==> src/rtl/core/ppfa_pkg.sv <==
// ----------------------------------------------------------------------------
// ppfa_pkg
// Shared types and constants of the page frame allocator: command codes,
// result status codes, the internal operation word passed from the front
// end to the back end, and the bitmap row geometry.
// ----------------------------------------------------------------------------
package ppfa_pkg;

    // Input command codes
    localparam logic [1:0] CMD_ALLOC   = 2'd0;
    localparam logic [1:0] CMD_FREE    = 2'd1;
    localparam logic [1:0] CMD_RESERVE = 2'd2;

    // Result status codes
    localparam logic [1:0] ST_OK    = 2'd0;
    localparam logic [1:0] ST_OOM   = 2'd1;
    localparam logic [1:0] ST_RANGE = 2'd2;

    // Configuration register indexes
    localparam logic CFG_SEARCH_START = 1'b0;
    localparam logic CFG_PAGE_LIMIT   = 1'b1;

    // Configuration reset values
    localparam logic [11:0] RESET_SEARCH_START = 12'h030;
    localparam logic [12:0] RESET_PAGE_LIMIT   = 13'd4096;

    // Field widths
    localparam int CFG_DATA_W = 13;
    localparam int FRAME_W    = 12;
    localparam int COUNT_W    = 7;

    // Bitmap rows: one memory word holds the in-use bits of WORD_W pages
    localparam int WORD_W   = 64;
    localparam int WORD_IDX = 6;

    // Page bounds carry up to the largest page count plus one
    localparam int BOUND_W = 17;

    // Operation classes decided by the front end
    typedef enum logic [1:0] {
        OP_NOP   = 2'd0,
        OP_ALLOC = 2'd1,
        OP_MARK  = 2'd2
    } t_op;

    // Operation word queued between front and back
    typedef struct packed {
        t_op                op;
        logic               mark_set;
        logic [BOUND_W-1:0] lo;
        logic [BOUND_W-1:0] hi;
        logic [COUNT_W-1:0] count;
        logic [1:0]         status;
    } t_cmd;

endpackage

==> src/rtl/core/ppfa_front.sv <==
// ----------------------------------------------------------------------------
// ppfa_front
// Holds the configuration registers and classifies each accepted command
// word into an operation for the back end: page bounds, clipping status,
// saturated burst count, or an immediate single result.
// ----------------------------------------------------------------------------
module ppfa_front #(
    parameter int NUM_PAGES = 4096,
    parameter int MAX_BURST = 64
) (
    input  logic                             i_clk,
    input  logic                             i_rst_n,
    input  logic                             i_cfg_we,
    input  logic                             i_cfg_idx,
    input  logic [ppfa_pkg::CFG_DATA_W-1:0]  i_cfg_data,
    input  logic [1:0]                       i_command,
    input  logic [11:0]                      i_page_index,
    input  logic [ppfa_pkg::COUNT_W-1:0]     i_page_count,
    output ppfa_pkg::t_cmd                   o_cmd
);

    logic [11:0]                      r_search_start;
    logic [12:0]                      r_page_limit;
    logic [ppfa_pkg::BOUND_W-1:0]     lim;
    logic [ppfa_pkg::BOUND_W-1:0]     start_b;
    logic [ppfa_pkg::BOUND_W-1:0]     idx_b;
    logic [ppfa_pkg::BOUND_W-1:0]     cnt_b;
    logic [ppfa_pkg::BOUND_W-1:0]     end_b;
    logic [ppfa_pkg::BOUND_W-1:0]     end_clip;
    logic                             clipped;
    logic [ppfa_pkg::COUNT_W-1:0]     burst;

    // Write configuration registers
    always_ff @(posedge i_clk) begin
        if (!i_rst_n) begin
            r_search_start <= ppfa_pkg::RESET_SEARCH_START;
            r_page_limit   <= ppfa_pkg::RESET_PAGE_LIMIT;
        end else if (i_cfg_we) begin
            if (i_cfg_idx == ppfa_pkg::CFG_SEARCH_START) begin
                r_search_start <= i_cfg_data[11:0];
            end else begin
                r_page_limit <= i_cfg_data;
            end
        end
    end

    // Effective limit and range arithmetic; an empty range is never clipped
    always_comb begin
        lim = ppfa_pkg::BOUND_W'(r_page_limit);
        if (lim > ppfa_pkg::BOUND_W'(NUM_PAGES)) begin
            lim = ppfa_pkg::BOUND_W'(NUM_PAGES);
        end
        start_b  = ppfa_pkg::BOUND_W'(r_search_start);
        idx_b    = ppfa_pkg::BOUND_W'(i_page_index);
        cnt_b    = ppfa_pkg::BOUND_W'(i_page_count);
        end_b    = idx_b + cnt_b;
        clipped  = (i_page_count != '0) && (end_b > lim);
        end_clip = clipped ? lim : end_b;
        burst    = (i_page_count > ppfa_pkg::COUNT_W'(MAX_BURST))
                 ? ppfa_pkg::COUNT_W'(MAX_BURST) : i_page_count;
    end

    // Classify the command word
    always_comb begin
        o_cmd          = '0;
        o_cmd.op       = ppfa_pkg::OP_NOP;
        o_cmd.status   = ppfa_pkg::ST_OK;
        unique case (i_command)
            ppfa_pkg::CMD_ALLOC: begin
                if (i_page_count == '0) begin
                    o_cmd.status = ppfa_pkg::ST_OK;
                end else if (start_b >= lim) begin
                    o_cmd.status = ppfa_pkg::ST_OOM;
                end else begin
                    o_cmd.op    = ppfa_pkg::OP_ALLOC;
                    o_cmd.lo    = start_b;
                    o_cmd.hi    = lim;
                    o_cmd.count = burst;
                end
            end
            ppfa_pkg::CMD_FREE: begin
                if (idx_b >= lim) begin
                    o_cmd.status = ppfa_pkg::ST_RANGE;
                end else begin
                    o_cmd.op       = ppfa_pkg::OP_MARK;
                    o_cmd.mark_set = 1'b0;
                    o_cmd.lo       = idx_b;
                    o_cmd.hi       = idx_b + ppfa_pkg::BOUND_W'(1);
                end
            end
            ppfa_pkg::CMD_RESERVE: begin
                o_cmd.status = clipped ? ppfa_pkg::ST_RANGE : ppfa_pkg::ST_OK;
                if (idx_b < end_clip) begin
                    o_cmd.op       = ppfa_pkg::OP_MARK;
                    o_cmd.mark_set = 1'b1;
                    o_cmd.lo       = idx_b;
                    o_cmd.hi       = end_clip;
                end
            end
            default: begin
                o_cmd.status = ppfa_pkg::ST_OK;
            end
        endcase
    end

endmodule

==> src/rtl/core/ppfa_queue.sv <==
// ----------------------------------------------------------------------------
// ppfa_queue
// Two-entry operation queue between the front end and the back end.
// ----------------------------------------------------------------------------
module ppfa_queue (
    input  logic            i_clk,
    input  logic            i_rst_n,
    input  logic            i_push,
    input  ppfa_pkg::t_cmd  i_cmd,
    output logic            o_full,
    input  logic            i_pop,
    output logic            o_valid,
    output ppfa_pkg::t_cmd  o_cmd
);

    ppfa_pkg::t_cmd r_slot [2];
    logic           r_wr_ptr;
    logic           r_rd_ptr;
    logic [1:0]     r_fill;

    assign o_full  = (r_fill == 2'd2);
    assign o_valid = (r_fill != 2'd0);
    assign o_cmd   = r_slot[r_rd_ptr];

    // Advance pointers and fill level
    always_ff @(posedge i_clk) begin
        if (!i_rst_n) begin
            r_wr_ptr <= 1'b0;
            r_rd_ptr <= 1'b0;
            r_fill   <= 2'd0;
        end else begin
            if (i_push) begin
                r_wr_ptr <= ~r_wr_ptr;
            end
            if (i_pop) begin
                r_rd_ptr <= ~r_rd_ptr;
            end
            if (i_push && !i_pop) begin
                r_fill <= r_fill + 2'd1;
            end else if (!i_push && i_pop) begin
                r_fill <= r_fill - 2'd1;
            end
        end
    end

    // Store pushed word
    always_ff @(posedge i_clk) begin
        if (i_push) begin
            r_slot[r_wr_ptr] <= i_cmd;
        end
    end

endmodule

==> src/rtl/core/ppfa_back.sv <==
// ----------------------------------------------------------------------------
// ppfa_back
// Executes queued operations against the in-use bitmap memory: clearing
// pass after reset, first-fit allocation scan row by row, and masked
// read-modify-write for free and reserve. Drives the registered result word.
// ----------------------------------------------------------------------------
module ppfa_back #(
    parameter int NUM_PAGES = 4096
) (
    input  logic                          i_clk,
    input  logic                          i_rst_n,
    input  logic                          i_valid,
    input  ppfa_pkg::t_cmd                i_cmd,
    output logic                          o_pop,
    output logic                          o_strobe,
    output logic [ppfa_pkg::FRAME_W-1:0]  o_frame_index,
    output logic                          o_frame_valid,
    output logic [ppfa_pkg::COUNT_W-1:0]  o_found_count,
    output logic [1:0]                    o_status,
    output logic                          o_last
);

    localparam int NROWS = (NUM_PAGES + ppfa_pkg::WORD_W - 1) / ppfa_pkg::WORD_W;
    localparam int RW    = (NROWS > 1) ? $clog2(NROWS) : 1;
    localparam int WW    = ppfa_pkg::WORD_W;
    localparam int BW    = ppfa_pkg::BOUND_W;
    localparam int XW    = ppfa_pkg::WORD_IDX;

    localparam logic [2:0] S_CLEAR = 3'd0;
    localparam logic [2:0] S_IDLE  = 3'd1;
    localparam logic [2:0] S_READ  = 3'd2;
    localparam logic [2:0] S_LOAD  = 3'd3;
    localparam logic [2:0] S_SCAN  = 3'd4;
    localparam logic [2:0] S_FIN   = 3'd5;

    // Bitmap memory
    logic [WW-1:0] r_map [NROWS];
    logic [WW-1:0] r_rd_data;
    logic          mem_we;
    logic          mem_re;
    logic [WW-1:0] mem_wdata;

    // Control state
    logic [2:0]                    r_state, n_state;
    logic [RW-1:0]                 r_row, n_row;
    ppfa_pkg::t_op                 r_op, n_op;
    logic                          r_set, n_set;
    logic [BW-1:0]                 r_lo, n_lo;
    logic [BW-1:0]                 r_hi, n_hi;
    logic [ppfa_pkg::COUNT_W-1:0]  r_count, n_count;
    logic [ppfa_pkg::COUNT_W-1:0]  r_found, n_found;
    logic [1:0]                    r_status, n_status;
    logic [WW-1:0]                 r_word, n_word;
    logic                          r_pend, n_pend;
    logic [ppfa_pkg::FRAME_W-1:0]  r_pend_frame, n_pend_frame;

    // Result word
    logic                          r_out_valid, n_out_valid;
    logic [ppfa_pkg::FRAME_W-1:0]  r_out_frame, n_out_frame;
    logic                          r_out_fvalid, n_out_fvalid;
    logic [ppfa_pkg::COUNT_W-1:0]  r_out_found, n_out_found;
    logic [1:0]                    r_out_status, n_out_status;
    logic                          r_out_last, n_out_last;

    // Row mask terms
    logic [BW-1:0]  hi_page;
    logic [RW-1:0]  lo_row;
    logic [RW-1:0]  hi_row;
    logic [XW-1:0]  lo_bit;
    logic [XW-1:0]  hi_bit;
    logic [WW-1:0]  row_mask;
    logic [WW-1:0]  avail;
    logic [XW-1:0]  pick;
    logic [WW-1:0]  marked;

    assign o_strobe      = r_out_valid;
    assign o_frame_index = r_out_frame;
    assign o_frame_valid = r_out_fvalid;
    assign o_found_count = r_out_found;
    assign o_status      = r_out_status;
    assign o_last        = r_out_last;

    // Write and read the bitmap, read data registered
    always_ff @(posedge i_clk) begin
        if (mem_we) begin
            r_map[r_row] <= mem_wdata;
        end
    end

    always_ff @(posedge i_clk) begin
        if (mem_re) begin
            r_rd_data <= r_map[r_row];
        end
    end

    // Build the mask of pages in [lo, hi) that fall in the current row
    always_comb begin
        hi_page  = r_hi - BW'(1);
        lo_row   = RW'(r_lo >> XW);
        hi_row   = RW'(hi_page >> XW);
        lo_bit   = r_lo[XW-1:0];
        hi_bit   = hi_page[XW-1:0];
        row_mask = '1;
        if (r_row == lo_row) begin
            row_mask = row_mask & ({WW{1'b1}} << lo_bit);
        end
        if (r_row == hi_row) begin
            row_mask = row_mask & ({WW{1'b1}} >> (XW'(WW - 1) - hi_bit));
        end
        avail = ~r_word & row_mask;
    end

    // Find the lowest free page of the row
    always_comb begin
        pick = '0;
        for (int i = WW - 1; i >= 0; i--) begin
            if (avail[i]) begin
                pick = XW'(i);
            end
        end
        marked = r_word | (WW'(1) << pick);
    end

    // Sequence operations
    always_comb begin
        n_state      = r_state;
        n_row        = r_row;
        n_op         = r_op;
        n_set        = r_set;
        n_lo         = r_lo;
        n_hi         = r_hi;
        n_count      = r_count;
        n_found      = r_found;
        n_status     = r_status;
        n_word       = r_word;
        n_pend       = r_pend;
        n_pend_frame = r_pend_frame;
        n_out_valid  = 1'b0;
        n_out_frame  = r_out_frame;
        n_out_fvalid = r_out_fvalid;
        n_out_found  = r_out_found;
        n_out_status = r_out_status;
        n_out_last   = r_out_last;
        mem_we       = 1'b0;
        mem_re       = 1'b0;
        mem_wdata    = '0;
        o_pop        = 1'b0;

        unique case (r_state)
            S_CLEAR: begin
                mem_we = 1'b1;
                if (r_row == RW'(NROWS - 1)) begin
                    n_row   = '0;
                    n_state = S_IDLE;
                end else begin
                    n_row = r_row + RW'(1);
                end
            end
            S_IDLE: begin
                if (i_valid) begin
                    o_pop    = 1'b1;
                    n_op     = i_cmd.op;
                    n_set    = i_cmd.mark_set;
                    n_lo     = i_cmd.lo;
                    n_hi     = i_cmd.hi;
                    n_count  = i_cmd.count;
                    n_status = i_cmd.status;
                    n_found  = '0;
                    n_pend   = 1'b0;
                    n_row    = RW'(i_cmd.lo >> XW);
                    if (i_cmd.op == ppfa_pkg::OP_NOP) begin
                        // Immediate single result
                        n_out_valid  = 1'b1;
                        n_out_frame  = '0;
                        n_out_fvalid = 1'b0;
                        n_out_found  = '0;
                        n_out_status = i_cmd.status;
                        n_out_last   = 1'b1;
                    end else begin
                        n_state = S_READ;
                    end
                end
            end
            S_READ: begin
                mem_re  = 1'b1;
                n_state = S_LOAD;
            end
            S_LOAD: begin
                if (r_op == ppfa_pkg::OP_ALLOC) begin
                    n_word  = r_rd_data;
                    n_state = S_SCAN;
                end else begin
                    // Set or clear the masked bits and write back
                    mem_we    = 1'b1;
                    mem_wdata = r_set ? (r_rd_data | row_mask) : (r_rd_data & ~row_mask);
                    if (r_row == hi_row) begin
                        n_out_valid  = 1'b1;
                        n_out_frame  = '0;
                        n_out_fvalid = 1'b0;
                        n_out_found  = '0;
                        n_out_status = r_status;
                        n_out_last   = 1'b1;
                        n_state      = S_IDLE;
                    end else begin
                        n_row   = r_row + RW'(1);
                        n_state = S_READ;
                    end
                end
            end
            S_SCAN: begin
                if (avail != '0) begin
                    // Take one page, release the previous one as a result
                    n_word       = marked;
                    n_found      = r_found + ppfa_pkg::COUNT_W'(1);
                    n_pend       = 1'b1;
                    n_pend_frame = ppfa_pkg::FRAME_W'({r_row, pick});
                    if (r_pend) begin
                        n_out_valid  = 1'b1;
                        n_out_frame  = r_pend_frame;
                        n_out_fvalid = 1'b1;
                        n_out_found  = r_found;
                        n_out_status = ppfa_pkg::ST_OK;
                        n_out_last   = 1'b0;
                    end
                    if (n_found == r_count) begin
                        mem_we    = 1'b1;
                        mem_wdata = marked;
                        n_status  = ppfa_pkg::ST_OK;
                        n_state   = S_FIN;
                    end
                end else begin
                    // Row exhausted: write it back and move on
                    mem_we    = 1'b1;
                    mem_wdata = r_word;
                    if (r_row == hi_row) begin
                        n_status = ppfa_pkg::ST_OOM;
                        n_state  = S_FIN;
                    end else begin
                        n_row   = r_row + RW'(1);
                        n_state = S_READ;
                    end
                end
            end
            S_FIN: begin
                n_out_valid = 1'b1;
                n_out_last  = 1'b1;
                if (r_pend) begin
                    n_out_frame  = r_pend_frame;
                    n_out_fvalid = 1'b1;
                    n_out_found  = r_found;
                    n_out_status = r_status;
                end else begin
                    n_out_frame  = '0;
                    n_out_fvalid = 1'b0;
                    n_out_found  = '0;
                    n_out_status = ppfa_pkg::ST_OOM;
                end
                n_state = S_IDLE;
            end
            default: begin
                n_state = S_IDLE;
            end
        endcase
    end

    // Hold control state
    always_ff @(posedge i_clk) begin
        if (!i_rst_n) begin
            r_state     <= S_CLEAR;
            r_row       <= '0;
            r_op        <= ppfa_pkg::OP_NOP;
            r_found     <= '0;
            r_count     <= '0;
            r_pend      <= 1'b0;
            r_out_valid <= 1'b0;
        end else begin
            r_state     <= n_state;
            r_row       <= n_row;
            r_op        <= n_op;
            r_found     <= n_found;
            r_count     <= n_count;
            r_pend      <= n_pend;
            r_out_valid <= n_out_valid;
        end
    end

    // Hold payload
    always_ff @(posedge i_clk) begin
        r_set        <= n_set;
        r_lo         <= n_lo;
        r_hi         <= n_hi;
        r_status     <= n_status;
        r_word       <= n_word;
        r_pend_frame <= n_pend_frame;
        r_out_frame  <= n_out_frame;
        r_out_fvalid <= n_out_fvalid;
        r_out_found  <= n_out_found;
        r_out_status <= n_out_status;
        r_out_last   <= n_out_last;
    end

    // No result while the clearing pass runs
    a_no_result_in_clear: assert property (@(posedge i_clk) disable iff (!i_rst_n)
        (r_state == S_CLEAR) |=> !r_out_valid)
        else $error("result issued during bitmap clearing pass");

    // The scan never runs past the requested count
    a_found_below_count: assert property (@(posedge i_clk) disable iff (!i_rst_n)
        (r_state == S_SCAN) |-> (r_found < r_count))
        else $error("allocation scan past requested count");

    // A delivered page always carries a nonzero running count
    a_page_has_count: assert property (@(posedge i_clk) disable iff (!i_rst_n)
        (r_out_valid && r_out_fvalid) |-> (r_out_found != '0))
        else $error("allocated page reported with zero count");

    // Popping either starts work or answers at once
    a_pop_progress: assert property (@(posedge i_clk) disable iff (!i_rst_n)
        o_pop |=> ((r_state != S_IDLE) || r_out_valid))
        else $error("popped operation neither started nor answered");

endmodule

==> src/rtl/core/physical_page_frame_allocator_top.sv <==
// Immediate answers touch no bitmap row; free and reserve read and write back each row
// they touch; allocate reads, scans and writes back each row in turn until it has found
// its pages or reached the limit.
// One command word runs at a time; a two-entry queue takes up to two more, then busy
// holds start off. Results cannot be stalled. Synchronous reset empties the queue and
// a clearing pass wipes every bitmap row before the first word runs.
// ----------------------------------------------------------------------------
// physical_page_frame_allocator_top
// Bitmap page frame allocator: first-fit multi-page allocation, single page
// free and range reserve over a per-page in-use bitmap.
// ----------------------------------------------------------------------------
module physical_page_frame_allocator_top #(
    parameter int NUM_PAGES = 4096,
    parameter int MAX_BURST = 64
) (
    input  logic                             i_clk,
    input  logic                             i_rst_n,
    input  logic                             i_cfg_we,
    input  logic                             i_cfg_idx,
    input  logic [ppfa_pkg::CFG_DATA_W-1:0]  i_cfg_data,
    input  logic                             start,
    output logic                             busy,
    input  logic [1:0]                       i_command,
    input  logic [11:0]                      i_page_index,
    input  logic [ppfa_pkg::COUNT_W-1:0]     i_page_count,
    output logic                             o_result_strobe,
    output logic [ppfa_pkg::FRAME_W-1:0]     o_frame_index,
    output logic                             o_frame_valid,
    output logic [ppfa_pkg::COUNT_W-1:0]     o_found_count,
    output logic [1:0]                       o_status,
    output logic                             o_last
);

    ppfa_pkg::t_cmd front_cmd;
    ppfa_pkg::t_cmd queue_cmd;
    logic           queue_full;
    logic           queue_valid;
    logic           queue_pop;
    logic           push;

    assign busy = queue_full;
    assign push = start && !queue_full;

    // Classify incoming words
    ppfa_front #(
        .NUM_PAGES (NUM_PAGES),
        .MAX_BURST (MAX_BURST)
    ) u_front (
        .i_clk        (i_clk),
        .i_rst_n      (i_rst_n),
        .i_cfg_we     (i_cfg_we),
        .i_cfg_idx    (i_cfg_idx),
        .i_cfg_data   (i_cfg_data),
        .i_command    (i_command),
        .i_page_index (i_page_index),
        .i_page_count (i_page_count),
        .o_cmd        (front_cmd)
    );

    // Decouple front and back
    ppfa_queue u_queue (
        .i_clk   (i_clk),
        .i_rst_n (i_rst_n),
        .i_push  (push),
        .i_cmd   (front_cmd),
        .o_full  (queue_full),
        .i_pop   (queue_pop),
        .o_valid (queue_valid),
        .o_cmd   (queue_cmd)
    );

    // Execute against the bitmap
    ppfa_back #(
        .NUM_PAGES (NUM_PAGES)
    ) u_back (
        .i_clk         (i_clk),
        .i_rst_n       (i_rst_n),
        .i_valid       (queue_valid),
        .i_cmd         (queue_cmd),
        .o_pop         (queue_pop),
        .o_strobe      (o_result_strobe),
        .o_frame_index (o_frame_index),
        .o_frame_valid (o_frame_valid),
        .o_found_count (o_found_count),
        .o_status      (o_status),
        .o_last        (o_last)
    );

endmodule

==> config.mk <==
export PLATFORM = sky130hd
export DESIGN_NAME = physical_page_frame_allocator_top
export DESIGN_NICKNAME = d
export VERILOG_FILES = /design/src/rtl/core/ppfa_pkg.sv /design/src/rtl/core/ppfa_front.sv /design/src/rtl/core/ppfa_queue.sv /design/src/rtl/core/ppfa_back.sv /design/src/rtl/core/physical_page_frame_allocator_top.sv
export SDC_FILE = /design/constraint.sdc
export NUM_CORES = 2
export LEC_CHECK = 0
export ABC_AREA = 1
export ABC_CLOCK_PERIOD_IN_PS = 16700
export BUFFER_PORTS_ARGS = -buffer_cell sky130_fd_sc_hd__buf_2
export CAP_MARGIN = 10
export CORE_MARGIN = 5
export CORE_UTILIZATION = 23
export DETAILED_ROUTE_END_ITERATION = 6
export PLACE_DENSITY = 0.46
export SYNTH_ARGS = -nofsm -noshare
export SYNTH_HDL_FRONTEND = slang
export SYNTH_HIERARCHICAL = 1
export SYNTH_MEMORY_MAX_BITS = 65536
export SYNTH_SLANG_ARGS = --single-unit
==> constraint.sdc <==
create_clock -name i_clk -period 16.7 [get_ports i_clk]
set_clock_uncertainty 0.2 [all_clocks]
set_input_delay 3.34 -clock i_clk [delete_from_list [all_inputs] [get_ports i_clk]]
set_output_delay 3.34 -clock i_clk [all_outputs]
set_load 0.01 [all_outputs]
==> metrics.md <==
| Metric | Value |
|---|---|
| CTS tree | `done` |
| Crit. Startpoint | `u_back/r_hi[2]` |
| Port bufs | `63` |
| RSZ-0062 raised after global routing | `false` |
| Worst-Margin Slew | `around 1400 ps` |
| DP Area | `around 0.18 sq mm` |
| First-iteration detailed-routing DRC count | `about 12,000` |
| # IOs | `between 60 and 70` |
| Routed via count | `about 100k` |
| Post-place setup slack | `~8400 ps` |
| Clock root cell | `clkbuf_16` |
| Post-Syn Nets | `around 11,000` |
| Maxcap violations | `0` |
| WP data required | `17,170 ps` |
| Critical Path Start Type | `register` |
| Setup TNS | `0 ps` |
| Syn_area_per_cell | `between 15 and 20 sq um` |
| Sw frac | `around a third` |
| Final Setup Violations | `0` |
| Register area | `0.132 sq mm` |
| CP Capture Type | `register` |
| Commonest non-fill, non-tap cell in the layout | `edfxtp_1` |
| Leakage | `between 60 and 70 nW` |
| FF-to-FF End | `u_back/r_map[51][5]` |
| Worst Hold Class | `reg2reg` |
| Combinational share of power | `roughly 22%` |
| Worst Slack Setup Final | `around 8000 ps` |
| # Post-CTS Setup Buffers | `0` |
| Status | `completed` |
| Global route overflow | `0` |
| Average wire per standard cell | `29.3 um` |
| Pwr dens | `roughly 150 mW/mm^2` |
| Max Fclk | `117 MHz` |
| Internal | `roughly 20 mW` |
| CP Capture Point | `u_back/r_map[51][5]` |
| Total CTS buffers | `between 400 and 500` |
| Mapped Cells | `11,107` |
| Reg2Reg Depth | `25` |
| WS Path Type | `reg2reg` |
| Routability congestion estimate from global placement | `around 0.9` |
| Core area | `0.731 sq mm` |
| Overall routing resource usage | `between 10% and 20%` |
| Mapped cell area | `between 0.15 and 0.2 sq mm` |
| Max clock buf depth | `4` |
| H-tree depth | `5` |
| Slew margin rel. | `under 10%` |
| Syn-to-layout area delta | `16.5%` |
| Most frequent cells in the layout | `4,358 x edfxtp_1, 2,411 x nand2_1, 579 x a22oi_1, 534 x nand4_1, 525 x a221oi_1` |
| RR Startpoint | `u_back/r_hi[2]` |
| Yosys warns | `6` |
| Final count of hold timing violations | `0` |
| Post-Route WL | `627,000 um` |
| Antenna violations before repair | `28` |
| First-pass DRT Iterations | `6` |
| Die area | `~0.75 sq mm` |
| Footprint of the multi-input gates | `0.0335 sq mm` |
| Largest net degree at the start of global routing | `between 100 and 150` |
| Vias per inst | `4.89` |
| Die Y | `between 800 and 900 um` |
| Final ANT Viol Nets | `0` |
| Initial Utilization | `between 20% and 30%` |
| Clock sinks | `approximately 4,400` |
| Clock latency on the worst-skew pair | `about 1100 ps` |
| Min Tclk post-route | `8530 ps` |
| Final Non-Filler Cells | `21,383` |
| Design area | `0.196 sq mm` |
| Critical path arrival | `9000 ps` |
| Peak supply drop | `0.143 mV` |
| Post_cts resized | `0` |
| Clock group share of total power | `between 30 and 40%` |
| Register share of total power | `~44%` |
| Drc violations | `0` |
| R2r setup slk | `about 8200 ps` |
| Max Slew Vio Count | `0` |
| Final Cycle Share | `51.1%` |
| CTS hold repair buffers | `0` |
| Filler Cell Count | `between 70,000 and 80,000` |
| Critical Path Fanout Max | `26` |
| Layout cell share with drive strength beyond 1 | `between 10 and 15%` |
| Sw Pwr | `between 9 and 10 mW` |
| Clock-pin slew on the worst setup and hold paths | `70 ps` |
| Vias in the first global route | `100,714` |
| Global-route wire length before repair | `854,000 um` |
| DP HPWL | `roughly 330,000 um` |
| Dpl cells | `20,525` |
| FP Rows | `314` |
| # nets final | `11,450` |
| Die width | `just under 900 um` |
[layout make-up]
class	count	share of cell area, %
diodes	15	0.0191
clock buffers	567	6.08
clock inverters	274	1.23
inverters	351	0.674
multi-input cells	5742	17.1
flip-flops and latches	4415	67.3
well taps	9638	6.14
repair buffers	381	1.53
[flip-flops by register name, summed over array words and instances (netlist names), 2 cells and up, named ones only]
register	count
u_queue/r_fill	2
u_back/o_found_count	7
u_back/o_status	2
u_back/r_status	2
u_back/r_rd_data	64
u_back/r_count	7
u_back/r_found	7
u_back/r_lo	12
u_back/o_frame_index	12
u_back/r_word	64
u_back/r_hi	12
u_back/r_state	3
u_front/r_page_limit	13
u_back/r_map	4096
u_back/r_row	6
u_back/r_pend_frame	12
u_back/r_op	2
u_queue/r_slot	72
u_front/r_search_start	12
[power groups by stage]
stage / sequential [mW] / clock [mW] / combinational, mW
3_3_place_gp: 12.9 / 0 / 6.28
6_report: 12.7 / 9.93 / 6.28
2_1_floorplan: 12.9 / 0 / 3.31
4_1_cts: 12.7 / 10.1 / 6.28
5_1_grt: 12.7 / 10.6 / 6.58
3_5_place_dp: 12.9 / 0 / 6.26
[metal layers]
layer | vias up | GRT usage [%] | share of wire, % | wire length [um]
met5 | - | 0 | 0.013 | 81
met4 | 12 | 5.15 | 3.5 | 22200
met3 | 913 | 2.20 | 6.5 | 41000
met2 | 4302 | 26.6 | 48 | 299000
met1 | 55699 | 21.5 | 42 | 265000
li1 | 43588 | - | - | -
[metrics by stage]
| stage | util [%] | hold WS [ps] | power [mW] |
|---|---|---|---|
| after floorplan | - | 203 | 16.2 |
| after global placement | 24.9 | 247 | 19.2 |
| after detailed placement | 24.9 | 255 | 19.2 |
| after CTS | 26.8 | 265 | 29.1 |
| after global routing | 26.9 | 295 | 29.8 |
| final | 26.9 | 267 | 28.9 |
[critical path: stages, from the launching register on]
cell and delay, ps:
edfxtp_1 430, nor2_2 190, nand3_1 140, xor2_2 710, inv_2 380, nor2_8 290, inv_2 200, o211ai_1 430
inv_1 150, nand2_1 110, nand2_1 70, nor2_1 110, inv_1 70, nor2_1 130, and3_1 200, nand2_1 120
nor4_2 280, buf_4 210, inv_1 100, a21oi_1 220, nor3_1 100, inv_1 320, nand2_1 440, nor2_4 950
buf_4 750, buf_4 700
[how the worst min path moves through the flow]
| stage | startpoint | end | cells after the start |
|---|---|---|---|
| floorplan | u_back/r_row[4] | u_back/r_pend_frame[10] | 0 |
| global placement | u_back/r_op[0] | u_back/r_op[0] | 2 |
| detailed placement | u_back/r_found[5] | u_back/r_found[5] | 2 |
| CTS | u_back/r_found[5] | u_back/r_found[5] | 2 |
| global route | u_front/r_page_limit[2] | u_front/r_page_limit[2] | 2 |
| finish | u_back/r_found[6] | u_back/r_found[6] | 2 |
(Power assumes the default switching activity.)
